`config.mk`:
```
export PLATFORM = sky130hd
export DESIGN_NAME = dual_fan_speed_controller_unit
export DESIGN_NICKNAME = d
export VERILOG_FILES = /design/src/hw/rtl/dfsc_pkg.sv /design/src/hw/rtl/dfsc_ramp.sv /design/src/hw/rtl/dual_fan_speed_controller_unit.sv
export VERILOG_INCLUDE_DIRS = /design/src /design/src/hw/rtl
export SDC_FILE = /design/constraint.sdc
export NUM_CORES = 1
export LEC_CHECK = 0
export BUFFER_PORTS_ARGS = -buffer_cell sky130_fd_sc_hd__buf_2
export CORE_MARGIN = 3
export CORE_UTILIZATION = 63
export CTS_CLUSTER_DIAMETER = 120
export DETAILED_ROUTE_END_ITERATION = 8
export GPL_ROUTABILITY_DRIVEN = 0
export MAX_ROUTING_LAYER = met4
export PLACE_DENSITY = 0.81
export SYNTH_ARGS = -nofsm -noshare
export SYNTH_HDL_FRONTEND = slang
export SYNTH_SLANG_ARGS = --single-unit
```
`constraint.sdc`:
```
create_clock -name clk -period 14.9 [get_ports clk]
set_input_delay 2.98 -clock clk [delete_from_list [all_inputs] [get_ports clk]]
set_output_delay 2.98 -clock clk [all_outputs]
set_load 0.005 [all_outputs]
```
`src/hw/rtl/assert_macros.svh`:
```
// ----------------------------------------------------------------------------
// Assertion macros
// Shared concurrent assertion wrappers on clk and the active-low rst_n.
// ----------------------------------------------------------------------------
`ifndef ASSERT_MACROS_SVH
`define ASSERT_MACROS_SVH

// Check prop at every rising edge of clk, masked while rst_n is low.
`define DFSC_ASSERT(lbl, prop, msg) \
  lbl: assert property (@(posedge clk) disable iff (!rst_n) prop) else $error(msg);

// Check prop at every rising edge of clk, also during reset.
`define DFSC_ASSERT_ALWAYS(lbl, prop, msg) \
  lbl: assert property (@(posedge clk) prop) else $error(msg);

`endif

```
`src/hw/rtl/dfsc_pkg.sv`:
```
// ----------------------------------------------------------------------------
// dfsc_pkg
// Types and constants shared by the dual fan speed controller modules.
// ----------------------------------------------------------------------------
package dfsc_pkg;

  localparam int PCT_W     = 7;
  localparam int CFG_IDX_W = 3;

  localparam logic [PCT_W-1:0] PCT_FULL = 7'd100;
  localparam logic [PCT_W-1:0] PCT_ZERO = 7'd0;

  // Reset values of the configuration registers
  localparam int RST_CAP_OFF   = 640;
  localparam int RST_CAP_ON    = 720;
  localparam int RST_CAP_FULL  = 1120;
  localparam int RST_SINK_OFF  = 720;
  localparam int RST_SINK_ON   = 800;
  localparam int RST_SINK_FULL = 1280;
  localparam logic [PCT_W-1:0] RST_MIN_RUN  = 7'd20;
  localparam logic [PCT_W-1:0] RST_DEADBAND = 7'd3;

  typedef enum logic [CFG_IDX_W-1:0] {
    CFG_CAP_OFF   = 3'd0,
    CFG_CAP_ON    = 3'd1,
    CFG_CAP_FULL  = 3'd2,
    CFG_SINK_OFF  = 3'd3,
    CFG_SINK_ON   = 3'd4,
    CFG_SINK_FULL = 3'd5,
    CFG_MIN_RUN   = 3'd6,
    CFG_DEADBAND  = 3'd7
  } cfg_idx_t;

  // Ramp unit response: one-cycle done strobe and the fan demand
  typedef struct packed {
    logic             done;
    logic [PCT_W-1:0] pct;
  } ramp_rsp_t;

endpackage

```
`src/hw/rtl/dfsc_ramp.sv`:
```
// ----------------------------------------------------------------------------
// dfsc_ramp
// Fan curve evaluation for one fan: off/hold/full classification, then a
// bit-serial minimum-run product and a one-bit-per-cycle restoring divider.
// ----------------------------------------------------------------------------
`include "assert_macros.svh"

module dfsc_ramp
  import dfsc_pkg::*;
#(
  parameter int TW = 16
) (
  input  logic                 clk,
  input  logic                 rst_n,
  input  logic                 start,
  input  logic signed [TW-1:0] t_in,
  input  logic signed [TW-1:0] on_pt,
  input  logic signed [TW-1:0] full_pt,
  input  logic signed [TW-1:0] off_pt,
  input  logic [PCT_W-1:0]     last_pct,
  input  logic [PCT_W-1:0]     min_run,
  output ramp_rsp_t            rsp
);

  localparam int PW = TW + PCT_W;
  localparam int RW = TW + PCT_W + 1;
  localparam int CW = $clog2(PCT_W);
  localparam logic [CW-1:0] LAST_STEP = CW'(PCT_W - 1);

  typedef enum logic [2:0] {
    R_IDLE,
    R_CLASS,
    R_PREP,
    R_MUL,
    R_CMP,
    R_DIV
  } rstate_t;

  rstate_t              state_r;
  logic signed [TW-1:0] t_r, on_r, full_r, off_r;
  logic [PCT_W-1:0]     last_r, minrun_r, mbits_r, q_r;
  logic [TW-1:0]        d_r, s_r;
  logic [PW-1:0]        hd_r, acc_r, mcand_r;
  logic [RW-1:0]        rem_r, dv_r;
  logic [CW-1:0]        cnt_r;
  ramp_rsp_t            rsp_r;

  logic signed [TW:0]   diff_d, diff_s;
  logic [PW-1:0]        d_ext, hd_w;
  logic [RW-1:0]        num_w;

  assign diff_d = {t_r[TW-1], t_r} - {on_r[TW-1], on_r};
  assign diff_s = {full_r[TW-1], full_r} - {on_r[TW-1], on_r};
  assign d_ext  = PW'(d_r);
  // 100*d as three shifted terms
  assign hd_w   = (d_ext << 6) + (d_ext << 5) + (d_ext << 2);
  // 200*d + s, the numerator of the half-up rounded ramp
  assign num_w  = {hd_r, 1'b0} + RW'(s_r);
  assign rsp    = rsp_r;

  always_ff @(posedge clk) begin
    if (!rst_n) begin
      state_r    <= R_IDLE;
      rsp_r.done <= 1'b0;
    end else begin
      rsp_r.done <= 1'b0;
      unique case (state_r)
        R_IDLE: begin
          if (start) begin
            t_r      <= t_in;
            on_r     <= on_pt;
            full_r   <= full_pt;
            off_r    <= off_pt;
            last_r   <= last_pct;
            minrun_r <= min_run;
            state_r  <= R_CLASS;
          end
        end
        R_CLASS: begin
          // off point wins, then hold band, then full speed, then the ramp
          priority if (t_r <= off_r) begin
            rsp_r.pct  <= PCT_ZERO;
            rsp_r.done <= 1'b1;
            state_r    <= R_IDLE;
          end else if (t_r < on_r) begin
            rsp_r.pct  <= last_r;
            rsp_r.done <= 1'b1;
            state_r    <= R_IDLE;
          end else if (t_r >= full_r) begin
            rsp_r.pct  <= PCT_FULL;
            rsp_r.done <= 1'b1;
            state_r    <= R_IDLE;
          end else if (diff_d == '0) begin
            rsp_r.pct  <= PCT_ZERO;
            rsp_r.done <= 1'b1;
            state_r    <= R_IDLE;
          end else begin
            d_r     <= diff_d[TW-1:0];
            s_r     <= diff_s[TW-1:0];
            state_r <= R_PREP;
          end
        end
        R_PREP: begin
          hd_r    <= hd_w;
          acc_r   <= '0;
          mcand_r <= PW'(s_r);
          mbits_r <= minrun_r;
          cnt_r   <= '0;
          state_r <= R_MUL;
        end
        R_MUL: begin
          // shift-add: one bit of the minimum run value per cycle
          if (mbits_r[0]) begin
            acc_r <= acc_r + mcand_r;
          end
          mcand_r <= mcand_r << 1;
          mbits_r <= mbits_r >> 1;
          cnt_r   <= cnt_r + 1'b1;
          if (cnt_r == LAST_STEP) begin
            state_r <= R_CMP;
          end
        end
        R_CMP: begin
          if (hd_r < acc_r) begin
            rsp_r.pct  <= minrun_r;
            rsp_r.done <= 1'b1;
            state_r    <= R_IDLE;
          end else begin
            rem_r   <= num_w;
            dv_r    <= RW'(s_r) << PCT_W;
            q_r     <= '0;
            cnt_r   <= '0;
            state_r <= R_DIV;
          end
        end
        R_DIV: begin
          // restoring division by 2*s, one quotient bit per cycle
          if (rem_r >= dv_r) begin
            rem_r <= rem_r - dv_r;
          end
          q_r   <= {q_r[PCT_W-2:0], (rem_r >= dv_r)};
          dv_r  <= dv_r >> 1;
          cnt_r <= cnt_r + 1'b1;
          if (cnt_r == LAST_STEP) begin
            rsp_r.pct  <= {q_r[PCT_W-2:0], (rem_r >= dv_r)};
            rsp_r.done <= 1'b1;
            state_r    <= R_IDLE;
          end
        end
        default: state_r <= R_IDLE;
      endcase
    end
  end

  `DFSC_ASSERT(a_pct_range, rsp_r.done |-> (rsp_r.pct <= PCT_FULL), "ramp demand above full")
  `DFSC_ASSERT(a_start_idle, start |-> (state_r == R_IDLE), "ramp started while busy")
  `DFSC_ASSERT(a_div_nonzero, (state_r == R_DIV) |-> (dv_r != '0), "zero divisor in ramp")

endmodule

```
`src/hw/rtl/dual_fan_speed_controller_unit.sv`:
```
// ----------------------------------------------------------------------------
// dual_fan_speed_controller_unit
// Fan curve with hysteresis, minimum run and command deadband for a
// capacitor fan and a heatsink fan.
// ----------------------------------------------------------------------------
// Usage:
//   One input item per control tick: 12 V present flag plus heatsink and two
//   board temperatures (signed, 1/16 degree C) with their valid flags. Each
//   item yields exactly one result item: both commanded percents and a write
//   flag per fan that marks a newly issued command.
//   Both channels use valid/stall; an item moves when valid is high and
//   stall is low. in_stall is high while an item is being worked on.
//   One shared ramp unit evaluates the fans in turn; a ramp evaluation
//   may run a bit-serial product and then a bit-serial divider, so that
//   unit sets the item rate. Items are worked on one at a time.
//   The result sits in an output register; a new item is accepted while it
//   waits. If out_stall holds the previous result when the next one is done,
//   the block holds and waits; fan state is updated only when the result is
//   loaded into the output register.
//   Reset (synchronous, rst_n low) loads the default fan curves and clears
//   both last commands. Write configuration only while the block is idle.
// ----------------------------------------------------------------------------
`include "assert_macros.svh"

module dual_fan_speed_controller_unit
  import dfsc_pkg::*;
#(
  parameter int TEMP_WIDTH = 16
) (
  input  logic                         clk,
  input  logic                         rst_n,
  // configuration
  input  logic                         cfg_wr_en,
  input  logic [CFG_IDX_W-1:0]         cfg_index,
  input  logic [TEMP_WIDTH-1:0]        cfg_wdata,
  // input items
  input  logic                         in_valid,
  output logic                         in_stall,
  input  logic                         in_supply_present,
  input  logic signed [TEMP_WIDTH-1:0] in_sink_temp,
  input  logic                         in_sink_valid,
  input  logic signed [TEMP_WIDTH-1:0] in_board_a_temp,
  input  logic                         in_board_a_valid,
  input  logic signed [TEMP_WIDTH-1:0] in_board_b_temp,
  input  logic                         in_board_b_valid,
  // result items
  output logic                         out_valid,
  input  logic                         out_stall,
  output logic [PCT_W-1:0]             out_cap_percent,
  output logic                         out_cap_write,
  output logic [PCT_W-1:0]             out_sink_percent,
  output logic                         out_sink_write
);

  localparam int TW = TEMP_WIDTH;

  typedef enum logic [2:0] {
    S_IDLE,
    S_CAP_GO,
    S_CAP_WAIT,
    S_SINK_GO,
    S_SINK_WAIT,
    S_DONE
  } state_t;

  state_t state_r;

  // configuration registers
  logic signed [TW-1:0] cap_off_r, cap_on_r, cap_full_r;
  logic signed [TW-1:0] sink_off_r, sink_on_r, sink_full_r;
  logic [PCT_W-1:0]     min_run_r, deadband_r;

  // latched input item
  logic                 supply_r, sink_v_r, a_v_r, b_v_r;
  logic signed [TW-1:0] sink_t_r, a_t_r, b_t_r;

  // fan state and per-item demands
  logic [PCT_W-1:0]     cap_last_r, sink_last_r;
  logic [PCT_W-1:0]     cap_pct_r, sink_pct_r;

  // output register
  logic                 out_valid_r;
  logic [PCT_W-1:0]     out_cap_percent_r, out_sink_percent_r;
  logic                 out_cap_write_r, out_sink_write_r;

  // ramp unit hookup
  logic                 ramp_start;
  logic signed [TW-1:0] ramp_t, ramp_on, ramp_full, ramp_off;
  logic [PCT_W-1:0]     ramp_last, min_run_sat;
  ramp_rsp_t            rsp;

  logic                 in_accept, out_free;
  logic                 cap_any, cap_wr_w, sink_wr_w;
  logic signed [TW-1:0] board_hot;

  function automatic logic issue_cmd(input logic [PCT_W-1:0] pct,
                                     input logic [PCT_W-1:0] last,
                                     input logic [PCT_W-1:0] db);
    logic [PCT_W-1:0] pct_gap;
    pct_gap = (pct > last) ? (pct - last) : (last - pct);
    return ((pct == PCT_ZERO) && (last != PCT_ZERO)) ||
           ((pct != PCT_ZERO) && (pct_gap >= db));
  endfunction

  assign in_stall  = (state_r != S_IDLE);
  assign in_accept = in_valid && !in_stall;
  assign out_free  = !out_valid_r || !out_stall;

  // hotter of the valid board sensors; a wins ties
  assign cap_any   = a_v_r || b_v_r;
  assign board_hot = (a_v_r && !(b_v_r && (b_t_r > a_t_r))) ? a_t_r : b_t_r;

  assign min_run_sat = (min_run_r > PCT_FULL) ? PCT_FULL : min_run_r;

  assign ramp_start = ((state_r == S_CAP_GO) && supply_r && cap_any) ||
                      ((state_r == S_SINK_GO) && supply_r && sink_v_r);
  assign ramp_t     = (state_r == S_CAP_GO) ? board_hot   : sink_t_r;
  assign ramp_on    = (state_r == S_CAP_GO) ? cap_on_r    : sink_on_r;
  assign ramp_full  = (state_r == S_CAP_GO) ? cap_full_r  : sink_full_r;
  assign ramp_off   = (state_r == S_CAP_GO) ? cap_off_r   : sink_off_r;
  assign ramp_last  = (state_r == S_CAP_GO) ? cap_last_r  : sink_last_r;

  assign cap_wr_w  = issue_cmd(cap_pct_r, cap_last_r, deadband_r);
  assign sink_wr_w = issue_cmd(sink_pct_r, sink_last_r, deadband_r);

  dfsc_ramp #(
    .TW (TW)
  ) u_ramp (
    .clk      (clk),
    .rst_n    (rst_n),
    .start    (ramp_start),
    .t_in     (ramp_t),
    .on_pt    (ramp_on),
    .full_pt  (ramp_full),
    .off_pt   (ramp_off),
    .last_pct (ramp_last),
    .min_run  (min_run_sat),
    .rsp      (rsp)
  );

  always_ff @(posedge clk) begin
    if (!rst_n) begin
      state_r     <= S_IDLE;
      out_valid_r <= 1'b0;
      cap_last_r  <= PCT_ZERO;
      sink_last_r <= PCT_ZERO;
      cap_off_r   <= TW'(RST_CAP_OFF);
      cap_on_r    <= TW'(RST_CAP_ON);
      cap_full_r  <= TW'(RST_CAP_FULL);
      sink_off_r  <= TW'(RST_SINK_OFF);
      sink_on_r   <= TW'(RST_SINK_ON);
      sink_full_r <= TW'(RST_SINK_FULL);
      min_run_r   <= RST_MIN_RUN;
      deadband_r  <= RST_DEADBAND;
    end else begin
      if (cfg_wr_en) begin
        unique case (cfg_idx_t'(cfg_index))
          CFG_CAP_OFF:   cap_off_r   <= cfg_wdata;
          CFG_CAP_ON:    cap_on_r    <= cfg_wdata;
          CFG_CAP_FULL:  cap_full_r  <= cfg_wdata;
          CFG_SINK_OFF:  sink_off_r  <= cfg_wdata;
          CFG_SINK_ON:   sink_on_r   <= cfg_wdata;
          CFG_SINK_FULL: sink_full_r <= cfg_wdata;
          CFG_MIN_RUN:   min_run_r   <= cfg_wdata[PCT_W-1:0];
          CFG_DEADBAND:  deadband_r  <= cfg_wdata[PCT_W-1:0];
          default: ;
        endcase
      end

      // drop the result once the receiver takes it, unless the next one loads
      if (out_valid_r && !out_stall && (state_r != S_DONE)) begin
        out_valid_r <= 1'b0;
      end

      unique case (state_r)
        S_IDLE: begin
          if (in_accept) begin
            supply_r <= in_supply_present;
            sink_t_r <= in_sink_temp;
            sink_v_r <= in_sink_valid;
            a_t_r    <= in_board_a_temp;
            a_v_r    <= in_board_a_valid;
            b_t_r    <= in_board_b_temp;
            b_v_r    <= in_board_b_valid;
            state_r  <= S_CAP_GO;
          end
        end
        S_CAP_GO: begin
          // no supply: demand zero; no valid board sensor: hold last
          if (ramp_start) begin
            state_r <= S_CAP_WAIT;
          end else begin
            cap_pct_r <= supply_r ? cap_last_r : PCT_ZERO;
            state_r   <= S_SINK_GO;
          end
        end
        S_CAP_WAIT: begin
          if (rsp.done) begin
            cap_pct_r <= rsp.pct;
            state_r   <= S_SINK_GO;
          end
        end
        S_SINK_GO: begin
          if (ramp_start) begin
            state_r <= S_SINK_WAIT;
          end else begin
            sink_pct_r <= supply_r ? sink_last_r : PCT_ZERO;
            state_r    <= S_DONE;
          end
        end
        S_SINK_WAIT: begin
          if (rsp.done) begin
            sink_pct_r <= rsp.pct;
            state_r    <= S_DONE;
          end
        end
        S_DONE: begin
          // apply the deadband and commit when the output register is free
          if (out_free) begin
            if (cap_wr_w) begin
              cap_last_r <= cap_pct_r;
            end
            if (sink_wr_w) begin
              sink_last_r <= sink_pct_r;
            end
            out_cap_percent_r  <= cap_wr_w ? cap_pct_r : cap_last_r;
            out_sink_percent_r <= sink_wr_w ? sink_pct_r : sink_last_r;
            out_cap_write_r    <= cap_wr_w;
            out_sink_write_r   <= sink_wr_w;
            out_valid_r        <= 1'b1;
            state_r            <= S_IDLE;
          end
        end
        default: state_r <= S_IDLE;
      endcase
    end
  end

  assign out_valid        = out_valid_r;
  assign out_cap_percent  = out_cap_percent_r;
  assign out_cap_write    = out_cap_write_r;
  assign out_sink_percent = out_sink_percent_r;
  assign out_sink_write   = out_sink_write_r;

  `DFSC_ASSERT(a_last_match,
    out_valid_r |-> ((cap_last_r == out_cap_percent_r) && (sink_last_r == out_sink_percent_r)),
    "fan state differs from shown command")
  `DFSC_ASSERT(a_supply_stop,
    (out_valid_r && !$past(out_valid_r) && !supply_r) |->
      ((out_cap_percent_r == PCT_ZERO) && (out_sink_percent_r == PCT_ZERO)),
    "fan left running without supply")
  `DFSC_ASSERT(a_done_wait,
    rsp.done |-> ((state_r == S_CAP_WAIT) || (state_r == S_SINK_WAIT)),
    "ramp result arrived unexpectedly")

endmodule

```
# --- After elaboration in Yosys (flattened, before gate mapping) ---
# Cells that the tools add are included.
totals:
  input_bits: 76
  word_cells: 224
  ff_bits: 464
op_classes:
  magnitude_cmp: 11
  reduce_logical: 64
  bitwise: 4
  n_eq_ne: 33
  add_sub_neg: 12
  mux: 56
op_table:
  columns: ["op", "count"]
  rows:
  - ["one-hot mux 24 bit (2 select lines)", 2]
  - ["one-hot mux 23 bit (2 select lines)", 2]
  - ["2-to-1 mux 16 bit", 5]
  - ["2-to-1 mux 24 bit", 3]
  - ["2-to-1 mux 7 bit", 10]
  - ["2-to-1 mux 8 bit", 6]
  - ["one-hot mux 7 bit (2 select lines)", 3]
  - ["2-to-1 mux 3 bit", 12]
  - ["one-hot mux 3 bit (6 select lines)", 2]
  - ["nonzero test 7 bit", 4]
  - ["subtractor 7 bit", 4]
  - ["== test 3 bit (second input constant)", 9]
  - ["adder 24 x 16 -> 24 bit", 1]
  - ["greater-or-equal comparator 24 bit", 1]
  - ["one-hot mux 8 bit (3 select lines)", 1]
  - ["subtractor 24 bit", 1]
  - ["adder 22 x 21 -> 23 bit", 1]
  - ["adder 23 x 18 -> 23 bit", 1]
  - ["adder 23 bit", 1]
  - ["less-than comparator 23 bit", 1]
  - ["2-to-1 mux 23 bit", 1]
  - ["AND reduction 2 bit", 11]
  - ["AND reduction 3 bit", 7]
  - ["== test 3 x 2 -> 1 bit (second input constant)", 6]
  - ["33 further kinds", 85]

# --- Longest topological paths before layout ---
# Gate-level depths: netlist of the first run.
depth:
  ltp_word: 7
  depth_mapped: 19
  mapped_depth_nobuf: 18

# --- Cells and area by module ---
# A second synthesis of the first run with hierarchy kept.
hier_totals:
  cells_unflattened: 2576
  hier_area_um2: 26067.5
modules_own_cells:
  columns: ["module", "area_each_um2", "n_inst", "cells_per_inst"]
  rows:
  - ["dfsc_ramp", 15556.2, 1, 1444]
  - ["dual_fan_speed_controller_unit", 10511.3, 1, 1132]

# --- Worst setup path before layout of the first run ---
# OpenSTA, ideal clock, no wires.
synth_timing:
  path_kind: "in2reg"
  start: "in rst_n"
  end: "reg u_ramp.full_r[0] (enable)"
  arrival_time_ns: 10.656
  setup_ns: 0.706
  path_slack_ns: 3.538
  stages: 3
  path_cell_list: "clkbuf_1 -> nand2b_1 -> nor4_1"
synth_via:
  elab_chain_len: 1
synth_lines:
  columns: ["element", "line", "rtl"]
  rows:
  - ["from (decl)", "dual_fan_speed_controller_unit.sv:31", "input logic rst_n,"]
  - ["AND reduction 3 bit (no source line)", null, null]
  - ["to (signal assigned)", "dfsc_ramp.sv:72", "full_r <= full_pt;"]
  - ["to (decl)", "dfsc_ramp.sv:40", "logic signed [TW-1:0] t_r, on_r, full_r, off_r;"]
# No other way between the ends.
# A chain may end at the register's enable or synchronous reset.

# --- Worst setup path after layout of the first run ---
layout_timing:
  start: "in rst_n"
  end: "reg u_ramp.rsp_r (netlist bit u_ramp.rsp[5]) (enable)"
layout_via:
  elab_chain_len: 1
layout_lines:
  columns: ["element", "line", "rtl"]
  rows:
  - ["AND reduction 5 bit (no source line)", null, null]
  - ["to (decl)", "dfsc_ramp.sv:46", "ramp_rsp_t rsp_r;"]
# No other way between the ends.

==> impl_metrics.json, run 1 <==
{
  "antenna_found_initial": 1,
  "fp-row-count": 74,
  "gr-usage-all-layers": 0.300,
  "via_count": 20965,
  "crit_fanout": 62,
  "synth_area_leader_cell": "edfxtp_1",
  "drive_gt1_frac": 0.0814,
  "synth_top_area_frac": 0.373,
  "cts_root_buf": "clkbuf_16",
  "cp-end-kind": "register",
  "drt_iter0_drc": 1867,
  "cts_buffer_depth": 3,
  "setup.worst_path.start": "rst_n",
  "relSlewSlack": 0.134,
  "place_ws_ns": 9.65,
  "synth_area_leaders": "edfxtp_1 37%, ha_1 10%, dfxtp_1 10%",
  "grt_pass1_vias": 20695,
  "drt.antenna.violating_nets": 0,
  "wl_per_cell_um": 18.8,
  "r2r_end": "out_cap_percent[6]$_DFFE_PP_",
  "met1_usage": 0.367,
  "synth_flop_cell": "edfxtp_1",
  "avgSynthCellArea_um2": 9.54,
  "start_kind": "input pin",
  "fin_nets": 3166,
  "finalSetupTns_ns": 0,
  "finalWorstSetupSlack_ns": 10.17,
  "finClkSkew_ns": 0.0223,
  "num_io_pins": 94,
  "async_flop_share": 0,
  "synth_cell_types": 90,
  "placed_cell_area_um2": 27400,
  "cts_made_buffers": 49,
  "post-route-min-period_ns": 4.73,
  "setup_viol": 0,
  "rr_worst_depth": 14,
  "drc": 0,
  "cts_resized": 0,
  "globalRouteMet2Util": 0.505,
  "grt_pass1_wl_um": 105000,
  "crit-reg2reg-launch": "cap_last_r[1]$_SDFFE_PN0P_",
  "grt_max_degree": 94,
  "p_per_area_nw_per_um2": 103,
  "cts_tree": "done",
  "p_leak_nw": 11.9,
  "hold_class": "reg2reg",
  "clock.fmax_mhz": 212,
  "die_width_um": 211,
  "stdcell_area_um2": 29100,
  "core-area_um2": 41200,
  "syn-cell-area_um2": 26500,
  "cts_max_level": 2,
  "synth-edff-count": 329,
  "clock_latency_ns": 0.60,
  "fillers": 2944,
  "seq_area_frac_synth": 0.472,
  "drt_wl_total_um": 64400,
  "holdBufCountCts": 0,
  "fp.dieH_um": 211,
  "required_ns": 15.11,
  "syn_nets": 3097,
  "syn2layout_area_growth_pct": 9.95,
  "slew_viol_final": 0,
  "clkTransAtPathRegs_ns": 0.06,
  "cts_setup_buffers": 0,
  "post-dp-hpwl_um": 46600,
  "io_buffers": 93,
  "rsz0062_at_grt": "no",
  "tightest_slew_ns": 1.29,
  "status": "finished clean",
  "first_pass_iters": 6,
  "syn_inst": 2777,
  "use_met3": 0.0443,
  "ys_ff_latch": 461,
  "arrival_ns": 4.94,
  "criticalPathCategory": "in2reg",
  "yosysWarnings": 0,
  "dieArea_um2": 44600,
  "finalCritPeriodShare": 0.317,
  "cts.sinks": 461,
  "routed_via_density": 6.13,
  "ir_worst_vdd_uv": 140,
  "fin_util": 0.707,
  "initial_utilization": 0.643,
  "endpoint": "u_ramp.rsp[5]$_DFFE_PP_",
  "hold_viol_final": 0,
  "grt_remaining_overflow": 0,
  "grt-busiest-layer": "met2",
  "maxCapViolCount": 0,
  "rrSetupSlack_ns": 10.39
}
-- registers in the layout, indices dropped and copies added (netlist names), 21 cells and up --
name / flops
u_ramp.mcand_r: 23
u_ramp.acc_r: 23
u_ramp.rem_r: 24
u_ramp.dv_r: 23
u_ramp.hd_r: 21
-- cell families (layout without fill, tap and decap cells) --
group | Yosys count | count (layout) | share of synthesized area
muxes | 47 | 47 | 0.0180
xor gates and xnor gates | 84 | 84 | 0.0278
DFF | 461 | 461 | 0.472
and+or+nand+nor | 1072 | 1072 | 0.177
adders and majority gates | 244 | 244 | 0.121
other | 0 | 1 | 0
AOI/OAI and AO/OA | 579 | 579 | 0.142
buffers and inverters | 290 | 400 | 0.0416
-- metal layers --
| metal | vias up | routed length [um] |
|---|---|---|
| li1 | 9916 | - |
| met1 | 9950 | 25400 |
| met2 | 876 | 31600 |
| met3 | 223 | 4650 |
| met4 | 0 | 2780 |
| met5 | - | 0 |
-- synthesized netlist by cell type, types with 41 or more instances --
| cell | n |
|---|---|
| a211oi_1 | 52 |
| nor2_1 | 173 |
| dfxtp_1 | 132 |
| xnor2_1 | 49 |
| a21oi_1 | 204 |
| clkbuf_1 | 74 |
| mux2i_1 | 42 |
| nor3_1 | 68 |
| inv_1 | 195 |
| ha_1 | 222 |
| a21o_1 | 41 |
| nand3_1 | 72 |
| nand2_1 | 593 |
| edfxtp_1 | 329 |
| o21ai_0 | 106 |
-- worst min path at each step --
| stage | cells after the start | slack (ns) | from | end |
|---|---|---|---|---|
| after floorplan | 2 | 0.44 | deadband_r[2]$_SDFFE_PN0P_ | deadband_r[2]$_SDFFE_PN0P_ |
| after global placement | 2 | 0.44 | cap_full_r[1]$_SDFFE_PN0P_ | cap_full_r[1]$_SDFFE_PN0P_ |
| after detailed placement | 2 | 0.45 | cap_full_r[14]$_SDFFE_PN0P_ | cap_full_r[14]$_SDFFE_PN0P_ |
| after CTS | 2 | 0.46 | cap_full_r[0]$_SDFFE_PN0P_ | cap_full_r[0]$_SDFFE_PN0P_ |
| after global routing | 2 | 0.47 | sink_off_r[3]$_SDFFE_PN0P_ | sink_off_r[3]$_SDFFE_PN0P_ |
| final | 2 | 0.45 | cap_on_r[10]$_SDFFE_PN0P_ | cap_on_r[10]$_SDFFE_PN0P_ |
-- worst max-delay path, stage by stage --
cell and delay [ns]:
buf_2 0.07, buf_4 0.54, nand2b_1 0.20, a211oi_1 0.31, nor3b_1 0.81
-- layout by cell type, fill, tap and decap left out, types with 52 or more instances in the layout --
cell,instances
buf_2,93
o21ai_0,106
nand2_1,592
nor3_1,68
a21oi_1,203
nor2_1,172
inv_1,194
ha_1,222
a211oi_1,52
nand3_1,72
edfxtp_1,329
dfxtp_1,132
-- through the flow --
step	cells	hold WS, ns	power (W)
3_3_place_gp	3327	0.441	0.00172
3_5_place_dp	3327	0.447	0.00173
4_1_cts	3419	0.455	0.00300
6_report	3420	0.454	0.00299
5_1_grt	3420	0.469	0.00309
2_1_floorplan	2777	0.436	0.00165
-- final cells by class --
| class | instances | area, um2 | area share |
|---|---|---|---|
| clock inverter | 29 | 384 | 0.0132 |
| tap | 532 | 666 | 0.0228 |
| inverter | 195 | 732 | 0.0251 |
| multi-input combinational | 2026 | 12900 | 0.443 |
| antenna | 1 | 2.50 | 0.0000859 |
| clock buffer | 63 | 1310 | 0.0449 |
| sequential | 461 | 12500 | 0.430 |
| timing repair buffer | 113 | 616 | 0.0211 |
-- where the power goes --
part	leakage, nW	internal [W]	total [W]	switching (W)
logic	7.08	0.0000962	0.000275	0.000179
clock network	0.812	0.000764	0.00128	0.000521
registers	4.00	0.00141	0.00143	0.0000237
Power figures use the tool's default switching activity.
==> run 2: changes to the inputs <==
clock period = 4.4 ns   (was 14.9 ns; I/O delays follow)
==> run 2 against run 1 <==
Compared with the run above:
- combinational power grew to 3.6 times the previous value
- global-route usage rose by 0.62 points
- total power rose to 3.4 times the previous value
- largest power group unchanged
==> impl_metrics.json, run 2 (synthesis results as in run 1) <==
{
  "status": "finished clean",
  "core-area_um2": 41200,
  "relSlewSlack": 0.149,
  "r2r_end": "out_sink_percent[6]$_DFFE_PP_",
  "fp.dieH_um": 211,
  "hold_viol_final": 0,
  "rrSetupSlack_ns": 0.15,
  "grt_remaining_overflow": 0,
  "first_pass_iters": 6,
  "p_per_area_nw_per_um2": 347,
  "slew_viol_final": 0,
  "required_ns": 4.75,
  "start_kind": "register",
  "fp-row-count": 74,
  "stdcell_area_um2": 29300,
  "crit-reg2reg-launch": "sink_last_r[1]$_SDFFE_PN0P_",
  "ir_worst_vdd_uv": 473,
  "die_width_um": 211,
  "via_count": 21133,
  "p_leak_nw": 12.0,
  "worst_path_largest_cell_delay_ns": 0.49,
  "finalCritPeriodShare": 0.967,
  "finalWorstSetupSlack_ns": 0.146,
  "drt.antenna.violating_nets": 0,
  "num_io_pins": 94,
  "grt_max_degree": 79,
  "cp-end-kind": "register",
  "cts_root_buf": "clkbuf_16",
  "worstHoldEndpoint": "sink_v_r$_DFFE_PP_",
  "post-dp-hpwl_um": 47900,
  "fillers": 2921,
  "crit_chain": "inv_1, ha_1, nor2b_1, o21ai_0, a21boi_0, o21a_1, o21ai_0, a21o_2, a21oi_1, xnor2_1, ha_1, a21o_1, a21oi_1, nor2b_1, o21ai_2, a21oi_4, mux2_2",
  "hold_class": "in2reg",
  "wl_per_cell_um": 19.5,
  "clock_latency_ns": 0.62,
  "drive_gt1_frac": 0.0886,
  "multi_input_area_um2": 13000,
  "place_ws_ns": -0.0468,
  "setup.worst_path.start": "sink_last_r[1]$_SDFFE_PN0P_",
  "cp_slowest_cell": "dfxtp_1",
  "fin_util": 0.712,
  "drt_wl_total_um": 66800,
  "syn2layout_area_growth_pct": 10.6,
  "largest_reg_flops": 24,
  "whs_path_depth": 1,
  "cts_tree": "done",
  "arrival_ns": 4.60,
  "gr-usage-all-layers": 0.306,
  "clkTransAtPathRegs_ns": 0.07,
  "grt_pass1_vias": 20717,
  "top_register": "u_ramp.rem_r",
  "criticalPathCategory": "reg2reg",
  "seq_area_um2": 12500,
  "io_buffers": 93,
  "p_switching_w": 0.00253,
  "p_sw_frac": 0.249,
  "pwr-share-clk": 0.428,
  "post-route-min-period_ns": 4.25,
  "initial_utilization": 0.643,
  "grt_pass1_wl_um": 106000,
  "layout_commonest_cell": "nand2_1",
  "setup_viol": 0,
  "crit_fanout": 7,
  "clock.fmax_mhz": 235,
  "cts_made_buffers": 50,
  "maxCapViolCount": 0,
  "holdBufCountCts": 0,
  "drt_iter0_drc": 2042,
  "placed_cell_area_um2": 27500,
  "cts.sinks": 461,
  "tightest_slew_ns": 1.27,
  "seqPwrFrac": 0.476,
  "drc": 0,
  "cts_max_level": 2,
  "cts_buffer_depth": 3,
  "routed_via_density": 6.15,
  "finClkSkew_ns": 0.0262,
  "antenna_found_initial": 2,
  "min_from": "in_sink_valid",
  "fin_nets": 3180,
  "p_int_w": 0.00766,
  "rr_worst_depth": 17,
  "dieArea_um2": 44600,
  "combPwrFrac": 0.097,
  "layout_common_cells": "592 x nand2_1, 329 x edfxtp_1, 222 x ha_1, 203 x a21oi_1, 194 x inv_1"
}
[run 2: critical path: cells and delay by family, from the launching register on]
| family | cells | cell delay (ns) |
|---|---|---|
| AND/OR/NAND/NOR | 2 | 0.22 |
| flip-flops | 1 | 0.49 |
| adder cells (fa/ha/maj) | 2 | 0.63 |
| multiplexers | 1 | 0.32 |
| buffers and inverters | 1 | 0.13 |
| XOR/XNOR | 1 | 0.25 |
| AO/OA/AOI/OAI | 10 | 1.98 |
[run 2: layer usage]
metal	vias to the layer above	global-route usage	routed length, um
li1	9956	-	-
met5	-	-	0
met4	0	0.143	3290
met3	231	0.0417	5000
met2	922	0.501	32100
met1	10024	0.379	26500
[run 2: area by class of cell]
| cell class | count | share of cell area |
|---|---|---|
| multi-input combinational | 2027 | 0.442 |
| sequential | 461 | 0.427 |
| clock buffer | 65 | 0.0485 |
| inverter | 195 | 0.0250 |
| timing repair buffer | 125 | 0.0245 |
| tap | 532 | 0.0227 |
| clock inverter | 27 | 0.0103 |
| antenna | 3 | 0.000256 |
[run 2: how the worst max path moves through the flow]
stage                                         end  slack (ns)  cells past startpoint
floorplan              u_ramp.full_r[0]$_DFFE_PP_        0.27                      3
global placement     out_cap_percent[6]$_DFFE_PP_        0.20                     14
detailed placement   out_cap_percent[6]$_DFFE_PP_       -0.05                     14
CTS                  out_cap_percent[6]$_DFFE_PP_        0.02                     14
global route          sink_last_r[5]$_SDFFE_PN0P_       -0.08                     17
finish              out_sink_percent[6]$_DFFE_PP_        0.15                     17
[run 2: per-stage QoR]
step | setup TNS [ns] | hold slack [ns] | cells | total power [W]
floorplan | 0 | 0.436 | 2777 | 0.00558
finish | 0 | 0.439 | 3435 | 0.0102
CTS | 0 | 0.420 | 3426 | 0.0102
global placement | 0 | 0.441 | 3334 | 0.00583
detailed placement | -0.0468 | 0.447 | 3334 | 0.00588
global route | -0.657 | 0.432 | 3434 | 0.0105
[run 2: power by group through the flow]
stage | Combinational, W | Sequential [W] | Clock [W]
global placement | 0.000899 | 0.00493 | 0
detailed placement | 0.000941 | 0.00494 | 0
CTS | 0.000952 | 0.00484 | 0.00441
global route | 0.00108 | 0.00485 | 0.00459
floorplan | 0.000675 | 0.00490 | 0
finish | 0.000985 | 0.00485 | 0.00436
[run 2: timing repair]
item,4_1_cts,5_1_grt
pin swaps,0,2
cloned,0,1
setup endpoints to repair,1,28
buffers inserted,0,5
gates resized for setup,1,5
